===== src/design/dsu_pkg.sv =====
`default_nettype none

package dsu_pkg;

	// Table size and derived widths
	localparam int NUM_ELEMENTS = 1024;
	localparam int IDX_W        = (NUM_ELEMENTS > 1) ? $clog2(NUM_ELEMENTS) : 1;
	localparam int ELEM_W       = 10;
	localparam int RANK_W       = 4;
	localparam logic [RANK_W-1:0] RANK_MAX = {RANK_W{1'b1}};

	typedef logic [IDX_W-1:0]  idx_t;
	typedef logic [ELEM_W-1:0] elem_t;
	typedef logic [RANK_W-1:0] rank_t;

	// One table entry: parent link and rank share a word
	typedef struct packed {
		idx_t  parent;
		rank_t rank;
	} entry_t;

	localparam int ENTRY_W = $bits(entry_t);

	// Controller to datapath
	typedef struct packed {
		logic load_item;
		logic start_a;
		logic start_b;
		logic hop;
		logic cap_a;
		logic cap_b;
		logic link_wr;
		logic bump_wr;
		logic clr_wr;
		logic out_load;
	} dsu_cmd_t;

	// Datapath to controller
	typedef struct packed {
		logic in_range;
		logic op_union;
		logic at_root;
		logic clr_done;
		logic roots_eq;
		logic rank_tie;
		logic out_full;
	} dsu_sts_t;

	// Map an element number onto a table address
	function automatic idx_t to_idx(elem_t e);
		return IDX_W'(e);
	endfunction

endpackage

`default_nettype wire


===== src/design/dsu_ctrl.sv =====
`default_nettype none

module dsu_ctrl import dsu_pkg::*; (
	input  wire logic     clk,
	input  wire logic     arst_n,
	input  wire logic     in_valid,
	output      logic     in_ready,
	input  wire dsu_sts_t sts,
	output      dsu_cmd_t cmd
);

	typedef enum logic [7:0] {
		S_CLEAR  = 8'b0000_0001,
		S_IDLE   = 8'b0000_0010,
		S_CHECK  = 8'b0000_0100,
		S_WALK_A = 8'b0000_1000,
		S_WALK_B = 8'b0001_0000,
		S_LINK   = 8'b0010_0000,
		S_BUMP   = 8'b0100_0000,
		S_RESP   = 8'b1000_0000
	} state_t;

	state_t state_q, state_d;

	always_ff @(posedge clk or negedge arst_n) begin
		if (!arst_n) begin
			state_q <= S_CLEAR;
		end else begin
			state_q <= state_d;
		end
	end

	always_comb begin
		state_d  = state_q;
		cmd      = '0;
		in_ready = 1'b0;
		unique case (state_q)
			S_CLEAR: begin
				cmd.clr_wr = 1'b1;
				if (sts.clr_done) begin
					state_d = S_IDLE;
				end
			end
			S_IDLE: begin
				in_ready      = 1'b1;
				cmd.load_item = in_valid;
				if (in_valid) begin
					state_d = S_CHECK;
				end
			end
			S_CHECK: begin
				if (sts.in_range) begin
					cmd.start_a = 1'b1;
					state_d     = S_WALK_A;
				end else if (sts.op_union) begin
					state_d = S_IDLE;
				end else begin
					state_d = S_RESP;
				end
			end
			S_WALK_A: begin
				if (sts.at_root) begin
					cmd.cap_a   = 1'b1;
					cmd.start_b = 1'b1;
					state_d     = S_WALK_B;
				end else begin
					cmd.hop = 1'b1;
				end
			end
			S_WALK_B: begin
				if (sts.at_root) begin
					cmd.cap_b = 1'b1;
					state_d   = sts.op_union ? S_LINK : S_RESP;
				end else begin
					cmd.hop = 1'b1;
				end
			end
			S_LINK: begin
				if (sts.roots_eq) begin
					state_d = S_IDLE;
				end else begin
					cmd.link_wr = 1'b1;
					state_d     = sts.rank_tie ? S_BUMP : S_IDLE;
				end
			end
			S_BUMP: begin
				cmd.bump_wr = 1'b1;
				state_d     = S_IDLE;
			end
			S_RESP: begin
				if (!sts.out_full) begin
					cmd.out_load = 1'b1;
					state_d      = S_IDLE;
				end
			end
			default: begin
				state_d = S_CLEAR;
			end
		endcase
	end

endmodule

`default_nettype wire


===== config.mk =====
export PLATFORM = sky130hd
export DESIGN_NAME = dsu_ctrl
export DESIGN_NICKNAME = d
export VERILOG_FILES = /design/src/design/dsu_pkg.sv /design/src/design/dsu_ctrl.sv
export SDC_FILE = /design/constraint.sdc
export NUM_CORES = 1
export LEC_CHECK = 0
export BUFFER_PORTS_ARGS = -buffer_cell sky130_fd_sc_hd__buf_2
export CORE_UTILIZATION = 49
export DETAILED_ROUTE_END_ITERATION = 7
export PLACE_DENSITY_LB_ADDON = 0.3
export SLEW_MARGIN = 10
export SYNTH_ARGS = -nofsm -noshare
export SYNTH_HDL_FRONTEND = slang
export SYNTH_SLANG_ARGS = --single-unit

===== constraint.sdc =====
create_clock -name clk -period 2.6 [get_ports clk]
set_clock_uncertainty 0.1 [all_clocks]
set_input_delay 0.78 -clock clk [delete_from_list [all_inputs] [get_ports clk]]
set_output_delay 0.78 -clock clk [all_outputs]
set_load 0.01 [all_outputs]

==> summary.md <==
The tools report the detailed placement HPWL as 1230 um. STA classifies the critical path endpoint as an output port. The largest net degree at the start of global routing came out at 13.

The clock network burns 16.6% of the power. The CTS H-tree depth was 1; the number of warnings printed during yosys synthesis was 0. The run gives 8 as the detailed router's first-iteration violation count. The register with the most flip-flops in the layout has 8 of them.

The logs give 0 for the number of setup violations in the final report and 0 for the number of antenna-violating nets in the routed design. The number of synthesized flops with an enable pin is 0. The path class of the tightest hold or removal check is in -> async. The number of hold-slack violations in the final timing report came out at 0. The final antenna diode count was 0; the global-route wire length before repair was 2490 um. Relative to the synthesized area, the layout overhead comes to 21.14%.

The maximum clock rate was 402.1 MHz; the per-instance average area after synthesis was 8.301 um2. The floorplan has 13 rows. For the total vias in the final route, the log shows 694. The total area of multi-input combinational cells is 440.4 um2. When the netlist entered floorplanning its net count stood at 92. The most used flip-flop cell after synthesis is dfrtp_1. The logs give 0 for the number of max-slew violations in the final report and 591 for the via count of the first global-routing pass. Global routing finished with a remaining overflow of 0. The worst path in the final design needs a cycle of 2.487 ns, including I/O delays and setup.

The first TritonRoute pass finished after 4 iterations. The run gives 3 as the number of buffers inserted during clock tree synthesis. For the portion of total power attributed to combinational logic, the log shows 51.0%.

For the sequential share of the synthesized area, the log shows 29.60%. The switching portion of total power was 40.97%; the power density over cell area was 765.2 nW/um2. In the final routed layout, each cell accounts on average for 13.69 um. The number of antenna violations at the first check in global routing came out at 0. Headroom to the max-slew limit came out at 73.80%.

At the pin with the least slew margin, the transition time is 0.3875 ns. The run gives 335.6 uV as the peak ir drop on the vdd network. The share of final-layout standard cells stronger than drive strength 1 came out at 33.01%. Cell chosen for the clock root: clkbuf_4. After synthesis, the netlist uses 33 different library cells. The clock net in this run drives a total of 8 sinks. The DRC violations left is 0. After floorplanning, the core was sized to cover 1301 um2.

After filler insertion, the fill cell instance count of the layout stands at 124. For the worst-skew pair, the clock arrives at the later sink with an insertion delay of 0.26 ns. Design internal power: 0.3724 mW. For this run, asynchronously set or reset flops after synthesis account for 100.0%. Final cycle utilization of the critical path: 95.66%. The height of the chip is 39.27 um, and the total net switching power is 0.2585 mW. The post-synthesis cell area was 680.7 um2. The share of total power dissipated in sequential elements is 32.4%.

TritonCTS built the clock tree. The run gives 0 as the number of max-capacitance violations reported. The number of hold buffers added after CTS was 0. For this configuration, the core starts out at a cell density of 52.31%. Final hold analysis gives a worst-case slack of 0.2577 ns. Setup repair after global routing left no endpoint under its margin. The cell count after synthesis was 82; the number of buffers added on ports was 20. Critical path data arrival time: 1.61 ns.

The full die area was 1542 um2. The worst setup path is launched from a flip-flop. The congestion estimate from routability-driven global placement came to 0.8045. For this design the top-level I/O count stands at 21.

After clock tree synthesis, the clock-pin slew on the worst setup and hold paths is 0.06 ns. Die span in x: 39.27 um. The register bank with the most flops is state_q.

The global-route usage over all layers is 24.58%. The analysis attributes to cell leakage a power of 0.3878 nW. The flop and latch count out of synthesis came out at 8. The net count of the finished layout is 114. Along the worst path, the maximum fanout reaches 7.

The via density per instance was 5.881; the number of buffers on the longest clock path was 2. Across the whole layout, storage elements account for 201.4 um2. The tools report the final setup TNS as 0 ns. The run finished with clean final reports. The routed design has 1615 um of wire. At the worst endpoint, the required time is 1.72 ns. The largest registers in the layout are state_q x8. The worst setup path is of the reg -> out kind.
cell usage after synthesis (2+ instances only):
library cell	number	share of area [%]
nor2_1	14	7.7
dfrtp_1	7	26
clkbuf_1	5	2.8
nand2_1	5	2.8
nand3_1	4	2.9
nand3b_1	4	4.4
nor3b_1	4	4.4
o21ai_0	4	2.9
a21oi_1	3	2.2
nand2b_1	3	2.8
and4b_1	2	2.9
inv_1	2	1.1
nor2b_1	2	1.8
nor4_4	2	6.2
nor4b_1	2	2.6
xor2_1	2	2.6
final cells by class:
cell class                      instances  share of cell area [%]
Clock buffer                            4                   3.187
Inverter                                2                  0.9105
Multi-Input combinational cell         65                   53.41
Sequential cell                         8                   24.43
Tap cell                               15                   2.276
Timing Repair Buffer                   24                   15.78
through the flow:
stage               area (um2)  utilization, %  setup slack (ns)  cells  power [mW]
floorplan                680.7               -            0.3398     82      0.4043
global placement         777.0           59.71            0.3648    112      0.4947
detailed placement       777.0           59.71            0.3118    112      0.4978
CTS                      803.3           61.73           0.03522    116      0.6032
global route             824.5           63.37           0.03846    118      0.6817
finish                   824.5           63.37            0.1128    118      0.6309
metal layers:
metal  up-vias  GRT usage [%]  part of all wire (%)
li1        341              -                     -
met1       322          26.22                    43
met2        24          42.08                    49
met3         7          6.818                   5.0
met4         0          15.52                   3.5
met5         -              0                     0
worst paths after layout:
| kind | startpoint | to | slack [ns] | cells past startpoint |
|---|---|---|---|---|
| max | state_q[7] | cmd[6] | 0.11 | 4 |
| min | arst_n | state_q[7] | 0.26 | 1 |
| max reg2reg | state_q[7] | state_q[7] | 0.70 | 5 |
| min reg2reg | state_q[0] | state_q[0] | 0.63 | 3 |
| max in group asynchronous | arst_n | state_q[0] | 1.90 | 1 |
| min in group clk | state_q[0] | state_q[0] | 0.63 | 3 |
cells in the final DEF, fill, tap and decap left out, drive strengths merged, types with 2 or more instances in the layout:
master,instances
clkbuf,4
nor2b,2
nand2,5
a21oi,3
inv,2
and4b,2
nor2,14
nand3b,4
nor3b,4
dfrtp,7
and4,2
nor4b,2
nor4,2
nand2b,3
o21ai,4
nand3,4
xor2,2
buf,24
worst max-delay path: stages (launching register included):
cell	delay, ns
dfrtp_1	0.48
nor4_4	0.28
buf_4	0.18
and4b_1	0.26
buf_2	0.15
kinds of logic after synthesis:
group,count (synthesis),share of synthesized area (%)
simple gates,49,47.43
buf+inv,9,6.619
flops,8,29.60
compound gates,13,12.32
mux,1,1.471
xor+xnor,2,2.574
repair_timing:
action | 4_1_cts | 5_1_grt
hold endpoints to repair | 0 | 0
buffers inserted | 0 | 2
gates resized for setup | 0 | 1
setup endpoints to repair | 0 | 7
power by group through the flow:
stage | clock network (mW) | registers (mW) | logic, mW
after global routing | 0.119 | 0.208 | 0.355
after global placement | 0 | 0.204 | 0.291
final | 0.104 | 0.205 | 0.322
after CTS | 0.108 | 0.201 | 0.294
after floorplan | 0 | 0.171 | 0.233
after detailed placement | 0 | 0.205 | 0.293
(Power assumes the default switching activity.)
